--- src/tssg_pkg.sv ---
// ----------------------------------------------------------------------------
// tssg_pkg
// Shared constants, codes and types for the triangle scanline span generator.
// ----------------------------------------------------------------------------
package tssg_pkg;

   localparam int COORD_BITS_DEFAULT = 12;
   localparam int FRAC_BITS_DEFAULT  = 16;
   localparam int POS_W              = 32;
   localparam int FILL_W             = 32;

   localparam logic CMD_LOAD = 1'b0;
   localparam logic CMD_SPAN = 1'b1;

   localparam logic [POS_W-1:0] SLOPE_MAX = 32'h7FFF_FFFF;
   localparam logic [POS_W-1:0] SLOPE_MIN = 32'h8000_0000;

   typedef enum logic [2:0] {
      ST_IDLE,
      ST_SETUP,
      ST_SPLIT,
      ST_SLOPE0,
      ST_SLOPE1,
      ST_SPAN
   } state_type;

   typedef enum logic [1:0] {
      PH_IDLE,
      PH_UPPER,
      PH_LOWER
   } phase_type;

   typedef enum logic [1:0] {
      SEG_UPPER,
      SEG_LOWER,
      SEG_FLAT_TOP
   } seg_type;

   typedef enum logic [2:0] {
      DIV_SPLIT,
      DIV_UP0,
      DIV_UP1,
      DIV_LO0,
      DIV_LO1,
      DIV_FT0,
      DIV_FT1
   } div_sel_type;

   typedef enum logic [1:0] {
      SPLIT_X2,
      SPLIT_X0,
      SPLIT_DIV
   } split_sel_type;

   typedef struct packed {
      logic          load;
      logic          div_start;
      div_sel_type   div_sel;
      logic          split_wr;
      split_sel_type split_sel;
      logic          slope_wr;
      logic          slope_idx;
      logic          init_upper;
      logic          init_lower;
      logic          emit;
      logic          step_up;
      logic          step_down;
      logic          go_idle;
   } dp_cmd_type;

   typedef struct packed {
      phase_type phase;
      logic      row_at_y1;
      logic      y0_eq_y1;
      logic      y1_eq_y2;
      logic      div_done;
   } dp_sts_type;

endpackage

--- src/tssg_if.sv ---
// ----------------------------------------------------------------------------
// tssg_req_if / tssg_rsp_if
// Valid/ready channels carrying request words in and span words out.
// ----------------------------------------------------------------------------
interface tssg_req_if #(
   parameter int COORD_BITS = tssg_pkg::COORD_BITS_DEFAULT
);
   logic                               valid;
   logic                               ready;
   logic                               command;
   logic signed [COORD_BITS-1:0]       vert_a_x;
   logic signed [COORD_BITS-1:0]       vert_a_y;
   logic signed [COORD_BITS-1:0]       vert_b_x;
   logic signed [COORD_BITS-1:0]       vert_b_y;
   logic signed [COORD_BITS-1:0]       vert_c_x;
   logic signed [COORD_BITS-1:0]       vert_c_y;
   logic        [tssg_pkg::FILL_W-1:0] fill_value;

   modport source (
      output valid, command, vert_a_x, vert_a_y, vert_b_x, vert_b_y,
             vert_c_x, vert_c_y, fill_value,
      input  ready
   );

   modport sink (
      input  valid, command, vert_a_x, vert_a_y, vert_b_x, vert_b_y,
             vert_c_x, vert_c_y, fill_value,
      output ready
   );
endinterface

interface tssg_rsp_if #(
   parameter int COORD_BITS = tssg_pkg::COORD_BITS_DEFAULT
);
   logic                               valid;
   logic                               ready;
   logic signed [COORD_BITS-1:0]       row;
   logic signed [COORD_BITS:0]         span_from;
   logic signed [COORD_BITS:0]         span_to;
   logic        [tssg_pkg::FILL_W-1:0] fill_out;
   logic                               last_row;

   modport source (
      output valid, row, span_from, span_to, fill_out, last_row,
      input  ready
   );

   modport sink (
      input  valid, row, span_from, span_to, fill_out, last_row,
      output ready
   );
endinterface

--- src/tssg_div.sv ---
// ----------------------------------------------------------------------------
// tssg_div
// Unsigned restoring divider, one quotient bit per cycle, sign carried along.
// ----------------------------------------------------------------------------
module tssg_div #(
   parameter int NUM_W = 29,
   parameter int DEN_W = 13
) (
   input  logic             clock,
   input  logic             reset,
   input  logic             start,
   input  logic [NUM_W-1:0] num,
   input  logic [DEN_W-1:0] den,
   input  logic             neg,
   output logic             done,
   output logic [NUM_W-1:0] quot,
   output logic             quot_neg
);

   localparam int CNT_W = $clog2(NUM_W + 1);

   logic             busy_ff, busy_in;
   logic             done_ff, done_in;
   logic [CNT_W-1:0] cnt_ff, cnt_in;
   logic [NUM_W-1:0] acc_ff, acc_in;
   logic [DEN_W-1:0] rem_ff, rem_in;
   logic [DEN_W-1:0] den_ff, den_in;
   logic             neg_ff, neg_in;
   logic             zero_ff, zero_in;
   logic [DEN_W:0]   shifted;
   logic [DEN_W:0]   trial;
   logic             fits;

   assign shifted = {rem_ff, acc_ff[NUM_W-1]};
   assign trial   = shifted - {1'b0, den_ff};
   assign fits    = ~trial[DEN_W];

   always_comb begin
      busy_in = busy_ff;
      done_in = 1'b0;
      cnt_in  = cnt_ff;
      acc_in  = acc_ff;
      rem_in  = rem_ff;
      den_in  = den_ff;
      neg_in  = neg_ff;
      zero_in = zero_ff;
      if (start) begin
         busy_in = 1'b1;
         cnt_in  = CNT_W'(NUM_W);
         acc_in  = num;
         rem_in  = '0;
         den_in  = den;
         neg_in  = neg;
         zero_in = (den == '0);
      end else if (busy_ff) begin
         acc_in = {acc_ff[NUM_W-2:0], fits};
         rem_in = fits ? trial[DEN_W-1:0] : shifted[DEN_W-1:0];
         cnt_in = cnt_ff - CNT_W'(1);
         if (cnt_ff == CNT_W'(1)) begin
            busy_in = 1'b0;
            done_in = 1'b1;
         end
      end
   end

   always_ff @(posedge clock) begin
      if (reset) begin
         busy_ff <= 1'b0;
         done_ff <= 1'b0;
      end else begin
         busy_ff <= busy_in;
         done_ff <= done_in;
      end
      cnt_ff  <= cnt_in;
      acc_ff  <= acc_in;
      rem_ff  <= rem_in;
      den_ff  <= den_in;
      neg_ff  <= neg_in;
      zero_ff <= zero_in;
   end

   assign done     = done_ff;
   assign quot     = zero_ff ? '0 : acc_ff;
   assign quot_neg = neg_ff;

endmodule

--- src/tssg_dp.sv ---
// ----------------------------------------------------------------------------
// tssg_dp
// Datapath: vertex sort, operand selection, divider, edge accumulators and
// the output word register.
// ----------------------------------------------------------------------------
module tssg_dp #(
   parameter int COORD_BITS = tssg_pkg::COORD_BITS_DEFAULT,
   parameter int FRAC_BITS  = tssg_pkg::FRAC_BITS_DEFAULT
) (
   input  logic                               clock,
   input  logic                               reset,
   input  logic signed [COORD_BITS-1:0]       vert_a_x,
   input  logic signed [COORD_BITS-1:0]       vert_a_y,
   input  logic signed [COORD_BITS-1:0]       vert_b_x,
   input  logic signed [COORD_BITS-1:0]       vert_b_y,
   input  logic signed [COORD_BITS-1:0]       vert_c_x,
   input  logic signed [COORD_BITS-1:0]       vert_c_y,
   input  logic        [tssg_pkg::FILL_W-1:0] fill_value,
   input  tssg_pkg::dp_cmd_type               cmd,
   output tssg_pkg::dp_sts_type               sts,
   output logic signed [COORD_BITS-1:0]       row,
   output logic signed [COORD_BITS:0]         span_from,
   output logic signed [COORD_BITS:0]         span_to,
   output logic        [tssg_pkg::FILL_W-1:0] fill_out,
   output logic                               last_row
);

   localparam int DIFF_W = COORD_BITS + 1;
   localparam int NUM_W  = (DIFF_W + FRAC_BITS > 2 * DIFF_W) ?
                           (DIFF_W + FRAC_BITS) : (2 * DIFF_W);
   localparam int QX_W   = (NUM_W > 33) ? NUM_W : 33;
   localparam int POS_W  = tssg_pkg::POS_W;

   function automatic logic signed [DIFF_W-1:0] trunc_pos(input logic [POS_W-1:0] p);
      logic signed [POS_W-1:0] sh;
      logic                    corr;
      sh   = $signed(p) >>> FRAC_BITS;
      corr = p[POS_W-1] & (|p[FRAC_BITS-1:0]);
      return DIFF_W'(sh + POS_W'(corr));
   endfunction

   logic signed [COORD_BITS-1:0] srt_x [3];
   logic signed [COORD_BITS-1:0] srt_y [3];
   logic signed [COORD_BITS-1:0] tmp_x, tmp_y;

   logic signed [COORD_BITS-1:0] vx_ff [3];
   logic signed [COORD_BITS-1:0] vy_ff [3];
   logic [tssg_pkg::FILL_W-1:0]  fill_ff;
   logic signed [DIFF_W-1:0]     split_ff;
   logic [POS_W-1:0]             slope_ff [2];
   logic [POS_W-1:0]             pos_ff [2];
   logic signed [COORD_BITS-1:0] row_ff;
   tssg_pkg::phase_type          phase_ff, phase_in;

   logic signed [COORD_BITS-1:0] rsp_row_ff;
   logic signed [DIFF_W-1:0]     rsp_from_ff;
   logic signed [DIFF_W-1:0]     rsp_to_ff;
   logic [tssg_pkg::FILL_W-1:0]  rsp_fill_ff;
   logic                         rsp_last_ff;

   logic signed [DIFF_W-1:0] x0e, x1e, x2e, y0e, y1e, y2e;
   logic signed [DIFF_W-1:0] dx_sel, dy_sel;
   logic [DIFF_W-1:0]        dx_mag, dy_mul;
   logic [2*DIFF_W-1:0]      prod;
   logic [NUM_W-1:0]         div_num;
   logic                     div_done;
   logic [NUM_W-1:0]         div_q;
   logic                     div_q_neg;
   logic [QX_W-1:0]          q_ext;
   logic [POS_W-1:0]         slope_val;
   logic signed [DIFF_W-1:0] q_low, split_div, split_val;
   logic                     last_val;

   always_comb begin
      tmp_x    = '0;
      tmp_y    = '0;
      srt_x[0] = vert_a_x;
      srt_y[0] = vert_a_y;
      srt_x[1] = vert_b_x;
      srt_y[1] = vert_b_y;
      srt_x[2] = vert_c_x;
      srt_y[2] = vert_c_y;
      if (srt_y[0] > srt_y[1]) begin
         tmp_x = srt_x[0]; srt_x[0] = srt_x[1]; srt_x[1] = tmp_x;
         tmp_y = srt_y[0]; srt_y[0] = srt_y[1]; srt_y[1] = tmp_y;
      end
      if (srt_y[1] > srt_y[2]) begin
         tmp_x = srt_x[1]; srt_x[1] = srt_x[2]; srt_x[2] = tmp_x;
         tmp_y = srt_y[1]; srt_y[1] = srt_y[2]; srt_y[2] = tmp_y;
      end
      if (srt_y[0] > srt_y[1]) begin
         tmp_x = srt_x[0]; srt_x[0] = srt_x[1]; srt_x[1] = tmp_x;
         tmp_y = srt_y[0]; srt_y[0] = srt_y[1]; srt_y[1] = tmp_y;
      end
   end

   assign x0e = DIFF_W'(vx_ff[0]);
   assign x1e = DIFF_W'(vx_ff[1]);
   assign x2e = DIFF_W'(vx_ff[2]);
   assign y0e = DIFF_W'(vy_ff[0]);
   assign y1e = DIFF_W'(vy_ff[1]);
   assign y2e = DIFF_W'(vy_ff[2]);

   always_comb begin
      case (cmd.div_sel)
         tssg_pkg::DIV_SPLIT: begin
            dx_sel = x2e - x0e;
            dy_sel = y2e - y0e;
         end
         tssg_pkg::DIV_UP0: begin
            dx_sel = x1e - x0e;
            dy_sel = y1e - y0e;
         end
         tssg_pkg::DIV_UP1: begin
            dx_sel = split_ff - x0e;
            dy_sel = y1e - y0e;
         end
         tssg_pkg::DIV_LO0: begin
            dx_sel = x2e - x1e;
            dy_sel = y2e - y1e;
         end
         tssg_pkg::DIV_LO1: begin
            dx_sel = x2e - split_ff;
            dy_sel = y2e - y1e;
         end
         tssg_pkg::DIV_FT0: begin
            dx_sel = x2e - x0e;
            dy_sel = y2e - y0e;
         end
         tssg_pkg::DIV_FT1: begin
            dx_sel = x2e - x1e;
            dy_sel = y2e - y1e;
         end
         default: begin
            dx_sel = '0;
            dy_sel = '0;
         end
      endcase
   end

   assign dx_mag  = dx_sel[DIFF_W-1] ? $unsigned(-dx_sel) : $unsigned(dx_sel);
   assign dy_mul  = $unsigned(y1e - y0e);
   assign prod    = dx_mag * dy_mul;
   assign div_num = (cmd.div_sel == tssg_pkg::DIV_SPLIT) ? NUM_W'(prod) :
                    NUM_W'({dx_mag, {FRAC_BITS{1'b0}}});

   tssg_div #(
      .NUM_W (NUM_W),
      .DEN_W (DIFF_W)
   ) u_div (
      .clock    (clock),
      .reset    (reset),
      .start    (cmd.div_start),
      .num      (div_num),
      .den      ($unsigned(dy_sel)),
      .neg      (dx_sel[DIFF_W-1]),
      .done     (div_done),
      .quot     (div_q),
      .quot_neg (div_q_neg)
   );

   assign q_ext = QX_W'(div_q);

   always_comb begin
      if (!div_q_neg) begin
         slope_val = (q_ext > QX_W'(tssg_pkg::SLOPE_MAX)) ? tssg_pkg::SLOPE_MAX :
                     q_ext[POS_W-1:0];
      end else begin
         slope_val = (q_ext > QX_W'(tssg_pkg::SLOPE_MIN)) ? tssg_pkg::SLOPE_MIN :
                     (POS_W'(0) - q_ext[POS_W-1:0]);
      end
   end

   assign q_low     = $signed(div_q[DIFF_W-1:0]);
   assign split_div = (div_q_neg ? -q_low : q_low) + x0e;

   always_comb begin
      case (cmd.split_sel)
         tssg_pkg::SPLIT_X2:  split_val = x2e;
         tssg_pkg::SPLIT_X0:  split_val = x0e;
         tssg_pkg::SPLIT_DIV: split_val = split_div;
         default:             split_val = split_ff;
      endcase
   end

   assign last_val = (phase_ff == tssg_pkg::PH_UPPER) ?
                     ((row_ff == vy_ff[1]) && (vy_ff[1] == vy_ff[2])) :
                     (row_ff == vy_ff[1]);

   always_comb begin
      phase_in = phase_ff;
      if (cmd.init_upper) begin
         phase_in = tssg_pkg::PH_UPPER;
      end else if (cmd.init_lower) begin
         phase_in = tssg_pkg::PH_LOWER;
      end else if (cmd.go_idle) begin
         phase_in = tssg_pkg::PH_IDLE;
      end
   end

   always_ff @(posedge clock) begin
      if (reset) begin
         phase_ff <= tssg_pkg::PH_IDLE;
      end else begin
         phase_ff <= phase_in;
      end
      if (cmd.load) begin
         for (int i = 0; i < 3; i++) begin
            vx_ff[i] <= srt_x[i];
            vy_ff[i] <= srt_y[i];
         end
         fill_ff <= fill_value;
      end
      if (cmd.split_wr) begin
         split_ff <= split_val;
      end
      if (cmd.slope_wr) begin
         slope_ff[cmd.slope_idx] <= slope_val;
      end
      if (cmd.init_upper) begin
         pos_ff[0] <= POS_W'(vx_ff[0]) << FRAC_BITS;
         pos_ff[1] <= POS_W'(vx_ff[0]) << FRAC_BITS;
         row_ff    <= vy_ff[0];
      end else if (cmd.init_lower) begin
         pos_ff[0] <= POS_W'(vx_ff[2]) << FRAC_BITS;
         pos_ff[1] <= POS_W'(vx_ff[2]) << FRAC_BITS;
         row_ff    <= vy_ff[2];
      end else if (cmd.step_up) begin
         pos_ff[0] <= pos_ff[0] + slope_ff[0];
         pos_ff[1] <= pos_ff[1] + slope_ff[1];
         row_ff    <= row_ff + COORD_BITS'(1);
      end else if (cmd.step_down) begin
         pos_ff[0] <= pos_ff[0] - slope_ff[0];
         pos_ff[1] <= pos_ff[1] - slope_ff[1];
         row_ff    <= row_ff - COORD_BITS'(1);
      end
      if (cmd.emit) begin
         rsp_row_ff  <= row_ff;
         rsp_from_ff <= trunc_pos(pos_ff[0]);
         rsp_to_ff   <= trunc_pos(pos_ff[1]);
         rsp_fill_ff <= fill_ff;
         rsp_last_ff <= last_val;
      end
   end

   assign sts.phase     = phase_ff;
   assign sts.row_at_y1 = (row_ff == vy_ff[1]);
   assign sts.y0_eq_y1  = (vy_ff[0] == vy_ff[1]);
   assign sts.y1_eq_y2  = (vy_ff[1] == vy_ff[2]);
   assign sts.div_done  = div_done;

   assign row       = rsp_row_ff;
   assign span_from = rsp_from_ff;
   assign span_to   = rsp_to_ff;
   assign fill_out  = rsp_fill_ff;
   assign last_row  = rsp_last_ff;

endmodule

--- src/tssg_ctrl.sv ---
// ----------------------------------------------------------------------------
// tssg_ctrl
// Controller: sequences triangle set-up divisions and span steps, and owns
// the output word valid flag.
// ----------------------------------------------------------------------------
module tssg_ctrl (
   input  logic                 clock,
   input  logic                 reset,
   input  logic                 req_valid,
   input  logic                 req_command,
   output logic                 req_ready,
   output logic                 rsp_valid,
   input  logic                 rsp_ready,
   input  tssg_pkg::dp_sts_type sts,
   output tssg_pkg::dp_cmd_type cmd
);

   tssg_pkg::state_type state_ff, state_in;
   tssg_pkg::seg_type   seg_ff, seg_in;
   logic                out_valid_ff, out_valid_in;
   logic                accept;
   logic                out_free;
   logic                active;

   assign accept   = req_valid & (state_ff == tssg_pkg::ST_IDLE);
   assign out_free = ~out_valid_ff | rsp_ready;
   assign active   = (sts.phase == tssg_pkg::PH_UPPER) || (sts.phase == tssg_pkg::PH_LOWER);

   always_comb begin
      state_in = state_ff;
      case (state_ff)
         tssg_pkg::ST_IDLE: begin
            if (accept) begin
               state_in = (req_command == tssg_pkg::CMD_LOAD) ? tssg_pkg::ST_SETUP :
                          tssg_pkg::ST_SPAN;
            end
         end
         tssg_pkg::ST_SETUP: begin
            if (sts.y1_eq_y2 || sts.y0_eq_y1) begin
               state_in = tssg_pkg::ST_SLOPE0;
            end else begin
               state_in = tssg_pkg::ST_SPLIT;
            end
         end
         tssg_pkg::ST_SPLIT: begin
            if (sts.div_done) begin
               state_in = tssg_pkg::ST_SLOPE0;
            end
         end
         tssg_pkg::ST_SLOPE0: begin
            if (sts.div_done) begin
               state_in = tssg_pkg::ST_SLOPE1;
            end
         end
         tssg_pkg::ST_SLOPE1: begin
            if (sts.div_done) begin
               state_in = tssg_pkg::ST_IDLE;
            end
         end
         tssg_pkg::ST_SPAN: begin
            if (!active) begin
               state_in = tssg_pkg::ST_IDLE;
            end else if (out_free) begin
               if ((sts.phase == tssg_pkg::PH_UPPER) && sts.row_at_y1 && !sts.y1_eq_y2) begin
                  state_in = tssg_pkg::ST_SLOPE0;
               end else begin
                  state_in = tssg_pkg::ST_IDLE;
               end
            end
         end
         default: state_in = tssg_pkg::ST_IDLE;
      endcase
   end

   always_comb begin
      cmd          = '0;
      cmd.div_sel  = tssg_pkg::DIV_SPLIT;
      cmd.split_sel = tssg_pkg::SPLIT_DIV;
      seg_in       = seg_ff;
      req_ready    = (state_ff == tssg_pkg::ST_IDLE);
      case (state_ff)
         tssg_pkg::ST_IDLE: begin
            cmd.load = accept && (req_command == tssg_pkg::CMD_LOAD);
         end
         tssg_pkg::ST_SETUP: begin
            cmd.div_start = 1'b1;
            if (sts.y1_eq_y2) begin
               cmd.split_wr  = 1'b1;
               cmd.split_sel = tssg_pkg::SPLIT_X2;
               cmd.div_sel   = tssg_pkg::DIV_UP0;
               seg_in        = tssg_pkg::SEG_UPPER;
            end else if (sts.y0_eq_y1) begin
               cmd.split_wr  = 1'b1;
               cmd.split_sel = tssg_pkg::SPLIT_X0;
               cmd.div_sel   = tssg_pkg::DIV_FT0;
               seg_in        = tssg_pkg::SEG_FLAT_TOP;
            end else begin
               cmd.div_sel   = tssg_pkg::DIV_SPLIT;
               seg_in        = tssg_pkg::SEG_UPPER;
            end
         end
         tssg_pkg::ST_SPLIT: begin
            if (sts.div_done) begin
               cmd.split_wr  = 1'b1;
               cmd.split_sel = tssg_pkg::SPLIT_DIV;
               cmd.div_start = 1'b1;
               cmd.div_sel   = tssg_pkg::DIV_UP0;
            end
         end
         tssg_pkg::ST_SLOPE0: begin
            if (sts.div_done) begin
               cmd.slope_wr  = 1'b1;
               cmd.slope_idx = 1'b0;
               cmd.div_start = 1'b1;
               case (seg_ff)
                  tssg_pkg::SEG_UPPER:    cmd.div_sel = tssg_pkg::DIV_UP1;
                  tssg_pkg::SEG_LOWER:    cmd.div_sel = tssg_pkg::DIV_LO1;
                  tssg_pkg::SEG_FLAT_TOP: cmd.div_sel = tssg_pkg::DIV_FT1;
                  default:                cmd.div_sel = tssg_pkg::DIV_UP1;
               endcase
            end
         end
         tssg_pkg::ST_SLOPE1: begin
            if (sts.div_done) begin
               cmd.slope_wr   = 1'b1;
               cmd.slope_idx  = 1'b1;
               cmd.init_upper = (seg_ff == tssg_pkg::SEG_UPPER);
               cmd.init_lower = (seg_ff != tssg_pkg::SEG_UPPER);
            end
         end
         tssg_pkg::ST_SPAN: begin
            if (active && out_free) begin
               cmd.emit = 1'b1;
               if (sts.phase == tssg_pkg::PH_UPPER) begin
                  if (!sts.row_at_y1) begin
                     cmd.step_up = 1'b1;
                  end else if (sts.y1_eq_y2) begin
                     cmd.go_idle = 1'b1;
                  end else begin
                     cmd.div_start = 1'b1;
                     cmd.div_sel   = tssg_pkg::DIV_LO0;
                     seg_in        = tssg_pkg::SEG_LOWER;
                  end
               end else begin
                  cmd.go_idle   = sts.row_at_y1;
                  cmd.step_down = ~sts.row_at_y1;
               end
            end
         end
         default: begin
            cmd.load = 1'b0;
         end
      endcase
      out_valid_in = cmd.emit | (out_valid_ff & ~rsp_ready);
   end

   always_ff @(posedge clock) begin
      if (reset) begin
         state_ff     <= tssg_pkg::ST_IDLE;
         seg_ff       <= tssg_pkg::SEG_UPPER;
         out_valid_ff <= 1'b0;
      end else begin
         state_ff     <= state_in;
         seg_ff       <= seg_in;
         out_valid_ff <= out_valid_in;
      end
   end

   assign rsp_valid = out_valid_ff;

endmodule

--- src/triangle_scanline_span_generator_unit.sv ---
// ----------------------------------------------------------------------------
// triangle_scanline_span_generator_unit
// Flat-top / flat-bottom triangle fill: one horizontal span per request.
// ----------------------------------------------------------------------------
// A load word latches three vertices and a fill value, sorts them by y and
// works out the split x and both edge slopes on one shared divider that
// yields one quotient bit per cycle (N = max(COORD_BITS+1+FRAC_BITS,
// 2*COORD_BITS+2) bits, 29 with the default widths). In the general case a
// load runs the split division and then both slope divisions, and only the
// two slope divisions when one edge is flat; no word is accepted meanwhile.
// A span request is held until the output register is free, and the span
// ending the upper half also runs the two lower-half slope divisions.
// A finished span waits in the output register, and the block goes on taking
// words while it waits. A span request with no active triangle gives no word.
// ----------------------------------------------------------------------------
module triangle_scanline_span_generator_unit #(
   parameter int COORD_BITS = tssg_pkg::COORD_BITS_DEFAULT,
   parameter int FRAC_BITS  = tssg_pkg::FRAC_BITS_DEFAULT
) (
   input  logic clock,
   input  logic reset,
   tssg_req_if.sink   req_chan,
   tssg_rsp_if.source rsp_chan
);

   tssg_pkg::dp_cmd_type cmd;
   tssg_pkg::dp_sts_type sts;

   tssg_ctrl u_ctrl (
      .clock       (clock),
      .reset       (reset),
      .req_valid   (req_chan.valid),
      .req_command (req_chan.command),
      .req_ready   (req_chan.ready),
      .rsp_valid   (rsp_chan.valid),
      .rsp_ready   (rsp_chan.ready),
      .sts         (sts),
      .cmd         (cmd)
   );

   tssg_dp #(
      .COORD_BITS (COORD_BITS),
      .FRAC_BITS  (FRAC_BITS)
   ) u_dp (
      .clock      (clock),
      .reset      (reset),
      .vert_a_x   (req_chan.vert_a_x),
      .vert_a_y   (req_chan.vert_a_y),
      .vert_b_x   (req_chan.vert_b_x),
      .vert_b_y   (req_chan.vert_b_y),
      .vert_c_x   (req_chan.vert_c_x),
      .vert_c_y   (req_chan.vert_c_y),
      .fill_value (req_chan.fill_value),
      .cmd        (cmd),
      .sts        (sts),
      .row        (rsp_chan.row),
      .span_from  (rsp_chan.span_from),
      .span_to    (rsp_chan.span_to),
      .fill_out   (rsp_chan.fill_out),
      .last_row   (rsp_chan.last_row)
   );

`ifndef SYNTHESIS
   a_load_blocks : assert property (@(posedge clock) disable iff (reset)
      (req_chan.valid && req_chan.ready && (req_chan.command == tssg_pkg::CMD_LOAD))
      |=> !req_chan.ready)
      else $error("request accepted during triangle set-up");

   a_no_overwrite : assert property (@(posedge clock) disable iff (reset)
      cmd.emit |-> (!rsp_chan.valid || rsp_chan.ready))
      else $error("output word overwritten before it was taken");

   a_emit_active : assert property (@(posedge clock) disable iff (reset)
      cmd.emit |-> (sts.phase != tssg_pkg::PH_IDLE))
      else $error("span emitted with no active triangle");

   a_emit_valid : assert property (@(posedge clock) disable iff (reset)
      cmd.emit |=> rsp_chan.valid)
      else $error("emitted span not presented on the output");
`endif

endmodule

--- src/flat_wrapper.sv ---
// flat-port wrapper written by rule: the top's interface ports become plain ports
module triangle_scanline_span_generator_unit_flat 
#(
   parameter int COORD_BITS = tssg_pkg::COORD_BITS_DEFAULT,
   parameter int FRAC_BITS  = tssg_pkg::FRAC_BITS_DEFAULT
)
  (clock, reset, req_chan_valid, req_chan_command, req_chan_vert_a_x, req_chan_vert_a_y, req_chan_vert_b_x, req_chan_vert_b_y, req_chan_vert_c_x, req_chan_vert_c_y, req_chan_fill_value, req_chan_ready, rsp_chan_valid, rsp_chan_row, rsp_chan_span_from, rsp_chan_span_to, rsp_chan_fill_out, rsp_chan_last_row, rsp_chan_ready);
  tssg_req_if #(.COORD_BITS(COORD_BITS)) req_chan_i ();
  tssg_rsp_if #(.COORD_BITS(COORD_BITS)) rsp_chan_i ();
  input  logic clock;
  input  logic reset;
  input wire logic [$bits(req_chan_i.valid)-1:0] req_chan_valid;
  input wire logic [$bits(req_chan_i.command)-1:0] req_chan_command;
  input wire logic [$bits(req_chan_i.vert_a_x)-1:0] req_chan_vert_a_x;
  input wire logic [$bits(req_chan_i.vert_a_y)-1:0] req_chan_vert_a_y;
  input wire logic [$bits(req_chan_i.vert_b_x)-1:0] req_chan_vert_b_x;
  input wire logic [$bits(req_chan_i.vert_b_y)-1:0] req_chan_vert_b_y;
  input wire logic [$bits(req_chan_i.vert_c_x)-1:0] req_chan_vert_c_x;
  input wire logic [$bits(req_chan_i.vert_c_y)-1:0] req_chan_vert_c_y;
  input wire logic [$bits(req_chan_i.fill_value)-1:0] req_chan_fill_value;
  output wire logic [$bits(req_chan_i.ready)-1:0] req_chan_ready;
  output wire logic [$bits(rsp_chan_i.valid)-1:0] rsp_chan_valid;
  output wire logic [$bits(rsp_chan_i.row)-1:0] rsp_chan_row;
  output wire logic [$bits(rsp_chan_i.span_from)-1:0] rsp_chan_span_from;
  output wire logic [$bits(rsp_chan_i.span_to)-1:0] rsp_chan_span_to;
  output wire logic [$bits(rsp_chan_i.fill_out)-1:0] rsp_chan_fill_out;
  output wire logic [$bits(rsp_chan_i.last_row)-1:0] rsp_chan_last_row;
  input wire logic [$bits(rsp_chan_i.ready)-1:0] rsp_chan_ready;
  assign req_chan_i.valid = req_chan_valid;
  assign req_chan_i.command = req_chan_command;
  assign req_chan_i.vert_a_x = req_chan_vert_a_x;
  assign req_chan_i.vert_a_y = req_chan_vert_a_y;
  assign req_chan_i.vert_b_x = req_chan_vert_b_x;
  assign req_chan_i.vert_b_y = req_chan_vert_b_y;
  assign req_chan_i.vert_c_x = req_chan_vert_c_x;
  assign req_chan_i.vert_c_y = req_chan_vert_c_y;
  assign req_chan_i.fill_value = req_chan_fill_value;
  assign req_chan_ready = req_chan_i.ready;
  assign rsp_chan_valid = rsp_chan_i.valid;
  assign rsp_chan_row = rsp_chan_i.row;
  assign rsp_chan_span_from = rsp_chan_i.span_from;
  assign rsp_chan_span_to = rsp_chan_i.span_to;
  assign rsp_chan_fill_out = rsp_chan_i.fill_out;
  assign rsp_chan_last_row = rsp_chan_i.last_row;
  assign rsp_chan_i.ready = rsp_chan_ready;
  triangle_scanline_span_generator_unit #(.COORD_BITS(COORD_BITS), .FRAC_BITS(FRAC_BITS)) u_core (.clock(clock), .reset(reset), .req_chan(req_chan_i), .rsp_chan(rsp_chan_i));
endmodule
--- config.mk ---
export PLATFORM = sky130hd
export DESIGN_NAME = triangle_scanline_span_generator_unit_flat
export DESIGN_NICKNAME = d
export VERILOG_FILES = /design/src/tssg_pkg.sv /design/src/tssg_if.sv /design/src/tssg_div.sv /design/src/tssg_dp.sv /design/src/tssg_ctrl.sv /design/src/triangle_scanline_span_generator_unit.sv /design/src/flat_wrapper.sv
export SDC_FILE = /design/constraint.sdc
export NUM_CORES = 2
export LEC_CHECK = 0
export ABC_AREA = 1
export BUFFER_PORTS_ARGS = -buffer_cell sky130_fd_sc_hd__buf_4
export CORE_MARGIN = 2
export CORE_UTILIZATION = 55
export DETAILED_ROUTE_END_ITERATION = 8
export PLACE_DENSITY = 0.71
export SYNTH_ARGS = -nofsm -noshare
export SYNTH_HDL_FRONTEND = slang
export SYNTH_HIERARCHICAL = 1
export SYNTH_SLANG_ARGS = --single-unit
--- constraint.sdc ---
create_clock -name clock -period 12.9 [get_ports clock]
set_input_delay 1.29 -clock clock [delete_from_list [all_inputs] [get_ports clock]]
set_output_delay 1.29 -clock clock [all_outputs]
set_load 0.01 [all_outputs]
Word level (Yosys, flattened, before mapping)
Memory sizes are Yosys's and may differ from the RTL's.
Cells that the tools add are included.
Widths: inputs -> output; s select.
- output and inout bits: 73
- memories: 4
- flip-flop bits (word level): 200
- bits in writable memories: 200
- bitwise logic cells: 18
- multiplexer cells: 97
- multipliers: 1
- reductions and logical operators: 31
- add/sub/neg operators: 22
- eq/ne operators: 30
- $lt $le $gt $ge: 5
- memory list (name ; words ; bits a word ; rd ports ; clocked after Yosys merged registers in ; write ports ; line ; text):
    u_core.u_dp.pos_ff ; 2 ; 32 ; 2 ; 0 ; 2 ; tssg_dp.sv:51 ; logic [POS_W-1:0] pos_ff [2];
    u_core.u_dp.slope_ff ; 2 ; 32 ; 2 ; 0 ; 1 ; tssg_dp.sv:50 ; logic [POS_W-1:0] slope_ff [2];
    u_core.u_dp.vx_ff ; 3 ; 12 ; 3 ; 0 ; 3 ; tssg_dp.sv:46 ; logic signed [COORD_BITS-1:0] vx_ff [3];
    u_core.u_dp.vy_ff ; 3 ; 12 ; 3 ; 0 ; 3 ; tssg_dp.sv:47 ; logic signed [COORD_BITS-1:0] vy_ff [3];
- operators by type and width (operator ; count):
    $mux 32 ; 8
    $mux 24 ; 6
    $mux 29 ; 4
    $pmux 13 s3 ; 2
    $sub 12x12->13 ; 6
    $pmux 13 s5 ; 1
    $add 32x32->32 ; 2
    $sub 32x32->32 ; 2
    $mux 12 ; 4
    $mux 13 ; 3
    $eq 12x12->1 ; 3
    $gt 12x12->1 ; 3
    $gt 29x32->1 const B ; 1
    $mux 1 ; 32
    $mux 4 ; 8
    $reduce_or 16->1 ; 2
    $gt 29x31->1 const B ; 1
    $mux 31 ; 1
    $sub 1x29->30 const A ; 1
    $mux 3 ; 9
    $add 13x2->13 ; 2
    $mul 13x13->26 ; 1
    $neg 13->13 ; 2
    $mux 2 ; 11
    38 further kinds ; 89

Logic depth before layout (Yosys ltp)
An unclocked memory read counts as a cell.
- depth in word-level cells: 15
- mapped depth: 62

Hierarchy
Netlist, hierarchy kept.
- by module, submodules not included (module ; cells each ; times used ; seq. area each (um^2) ; area an instance (um^2)):
    tssg_dp ; 4576 ; 1 ; 9769.4 ; 34005.1
    tssg_div ; 483 ; 1 ; 1721.7 ; 3749.8
    tssg_ctrl ; 110 ; 1 ; 120.1 ; 640.6

Worst setup path before layout
OpenSTA, ideal clock, no wires.
- path kind: in2reg
- from: input port req_chan_command
- to: register u_core/u_dp/fill_ff[0] (netlist name), enable pin
- setup time: 696 ps
- cell stages on the path: 1
- arrival time: 8485 ps
- path slack: 3719 ps
- path through: nor3_1
- cells in the longest elaborated chain, start to end: 3
- RTL lines (element ; line ; text):
    start, declared ; flat_wrapper.sv:13 ; input wire logic [$bits(req_chan_i.command)-1:0] req_chan_command;
    $not 1->1 ; tssg_ctrl.sv:83 ; cmd.load = accept && (req_command == tssg_pkg::CMD_LOAD);
    $logic_and 1x1->1 ; tssg_ctrl.sv:83 ;
    $mux 1 ; tssg_ctrl.sv:81 ; case (state_ff)
    end signal, assigned ; tssg_dp.sv:212 ; fill_ff <= fill_value;
    end, declared ; tssg_dp.sv:48 ; logic [tssg_pkg::FILL_W-1:0] fill_ff;
No other way between the ends.
A chain may end at the register's enable or synchronous reset.

==> impl_metrics.tcl <==
set metrics [dict create \
    status "completed" \
    grt_usage_pct 35.16 \
    ys_ff_latch 396 \
    start_util_pct 55.79 \
    hold_viol_final 0 \
    antenna_found_initial 8 \
    syn_inst 5169 \
    ys.flop_type "edfxtp_1" \
    crit_top_cell "nand2_1" \
    hpwl_mm 101.8 \
    wire_per_inst_um 20.12 \
    wl_met2_mm 55.51 \
    num-fill-cells 6410 \
    highest_layer "met5" \
    layout-drive-gt1-share_pct 8.403 \
    yosys.area.top_type "edfxtp_1" \
    drt_first_pass_iters 6 \
    grt_pass1_vias 34030 \
    cp-startpoint "u_core/u_dp/vy_ff[0][19]" \
    post_cts_resized 0 \
    ff2ff_setup_slack_ps 1780 \
    async_flop_share_pct 0 \
    finalMaxSlewViolations 0 \
    grt_overflow 0 \
    area_growth_pct 10.26 \
    cts_max_path_buffers 3 \
    crit_slowest_cell "fa_1" \
    tightest_slew_ps 1158 \
    numCtsBuffers 47 \
    slew_headroom_pct 22.54 \
    routed_wirelength_mm 126.5 \
    worstSetupPathType "flip-flop to flip-flop" \
    clock-root-buffer "clkbuf_16" \
    insertion_delay_ps 620 \
    via_count 35830 \
    setup_tns_ps 0 \
    route.detailed.drc 0 \
    met3RoutedLength_mm 11.68 \
    min_period_over_period_pct 86.19 \
    io_buffers 181 \
    grt_max_degree 73 \
    synth-seq-area-share_pct 30.24 \
    die_h_um 268.2 \
    ant_nets 0 \
    die_x_um 268.2 \
    via_per_inst 5.700 \
    cts_tree "yes" \
    syn_nets 5751 \
    max_stage_delay_ps 560 \
    clock_skew_ps 26.08 \
    grt_pass1_wl_mm 194.7 \
    core_mm2 0.06883 \
    clk_pin_slew_ps 60 \
    yosys-top-cells-count "nand2_1 (1213), inv_1 (818), nor2_1 (459)" \
    setup_violations 0 \
    r2r_start "u_core/u_dp/vy_ff[0][19]" \
    avgSynthCellArea_um2 7.428 \
    hold_buffers 0 \
    dieArea_mm2 0.07194 \
    required_ps 13240 \
    wl_met1_mm 56.06 \
    ys_top_cells_by_area "edfxtp_1 (29%), nand2_1 (12%), ha_1 (11%)" \
    synth_edf_count 368 \
    cts_num_sinks 396 \
    synth_top_area_share_pct 28.78 \
    period_minus_slack_ps 11120 \
    nNetsFinal 5900 \
    diodes 0 \
    synth_most_common_cell "nand2_1" \
    num_io_pins 182 \
    postCtsSetupBuffers 0 \
    hp-class "flip-flop to flip-flop" \
    drt_iter0_drc 3431 \
    start_kind "flip-flop" \
    worstPathMaxFanout 21 \
    globalplace.congestion 0.9958 \
    arrival_ps 11460 \
    endpoint_kind "flip-flop" \
    hp-start "u_core/u_dp/fill_ff[22]" \
    synth_area_mm2 0.03840 \
    yosysWarnings 6 \
    timing.fmax_mhz 89.94 \
    num_rows 96 \
    htree_levels 2 \
    rsz0062_at_grt "no" \
    yosysUniqueCellTypes 68 \
    max_cap_viol_count 0 \
]
cell usage in the layout, fill, tap and decap left out, types with 27 or more instances in the layout:
cell / Yosys / final
dfxtp_1: 28 / 28
nand3_1: 376 / 375
inv_1: 818 / 817
fa_1: 133 / 133
clkbuf_16: 0 / 48
nand2_2: 26 / 27
buf_4: 2 / 223
nand4_1: 52 / 52
o21bai_1: 27 / 27
xor2_1: 96 / 96
o21ai_0: 304 / 304
edfxtp_1: 368 / 368
nor3_1: 61 / 60
xnor2_1: 31 / 31
o211ai_1: 40 / 40
ha_1: 340 / 340
nand2_1: 1213 / 1212
nor2_1: 459 / 457
a21oi_1: 359 / 359
critical path, delay by kind of cell (launching register included):
kind / cells / cell delay (ps)
AO/OA/AOI/OAI: 6 / 900
adder cells (fa/ha/maj): 9 / 3960
buffers and inverters: 11 / 1030
flip-flops: 1 / 400
AND/OR/NAND/NOR: 31 / 4540
kinds of logic after synthesis:
logic type / synth area share (%)
xor+xnor: 2.897
simple gates: 25.90
compound gates: 12.90
buf+inv: 9.789
fa+ha+maj: 18.01
flops: 30.24
mux: 0.2640
worst paths after layout:
path	to	cells after the start
worst max-delay path	u_core/u_dp/u_div/acc_ff[20]	57
worst min register to register	u_core/u_dp/fill_out[22]	0
worst min-delay path	u_core/u_dp/fill_out[22]	0
worst max register to register	u_core/u_dp/u_div/acc_ff[20]	57
sequential cells by signal, summed over array words and instances (netlist names):
signal                      cells
u_core/u_dp/u_div/zero_ff       1
u_core/u_dp/u_div/busy_ff       1
u_core/u_dp/row_ff             12
u_core/u_dp/pos_ff             64
u_core/u_ctrl/state_ff          3
u_core/u_dp/fill_out           32
u_core/u_dp/last_row            1
u_core/u_dp/vx_ff              36
u_core/u_ctrl/seg_ff            2
u_core/u_dp/span_to            13
u_core/u_dp/u_div/acc_ff       29
u_core/u_ctrl/rsp_valid         1
u_core/u_dp/row                12
u_core/u_dp/vy_ff              36
u_core/u_dp/u_div/rem_ff       13
u_core/u_dp/u_div/quot_neg      1
u_core/u_dp/split_ff           13
u_core/u_dp/span_from          13
u_core/u_dp/fill_ff            32
u_core/u_dp/u_div/den_ff       13
u_core/u_dp/phase_ff            2
u_core/u_dp/u_div/done          1
u_core/u_dp/u_div/cnt_ff        5
u_core/u_dp/slope_ff           60
layout make-up:
| cell class | instances | area (um2) | area share [%] |
|---|---|---|---|
| Multi-Input combinational cell | 3800 | 23060 | 54.47 |
| Sequential cell | 396 | 11610 | 27.43 |
| Inverter | 850 | 3206 | 7.572 |
| Timing Repair Buffer | 223 | 1674 | 3.954 |
| Clock buffer | 50 | 1209 | 2.855 |
| Tap cell | 931 | 1165 | 2.752 |
| Clock inverter | 36 | 409.1 | 0.9664 |
per-layer routing:
| layer | track usage [%] | up-vias |
|---|---|---|
| met5 | 0 | - |
| li1 | - | 17330 |
| met3 | 5.535 | 218 |
| met4 | 9.014 | 2 |
| met1 | 50.53 | 16690 |
| met2 | 55.29 | 1595 |
per-stage QoR:
| step | worst slack (ps) | area [um2] | hold slack [ps] | utilization (%) | instances |
|---|---|---|---|---|---|
| after global routing | 990.0 | 42340 | 394.3 | 61.51 | 6286 |
| after CTS | 1994 | 42340 | 390.5 | 61.51 | 6286 |
| after global placement | 2280 | 40720 | 400.0 | 59.16 | 6200 |
| final | 1781 | 42340 | 401.5 | 61.51 | 6286 |
| after floorplan | 3719 | 38400 | 400.3 | - | 5169 |
| after detailed placement | 1991 | 40720 | 404.5 | 59.16 | 6200 |
Power is not shown: default switching activity piles up to over one toggle a cycle in this logic, so the estimate is an artifact.
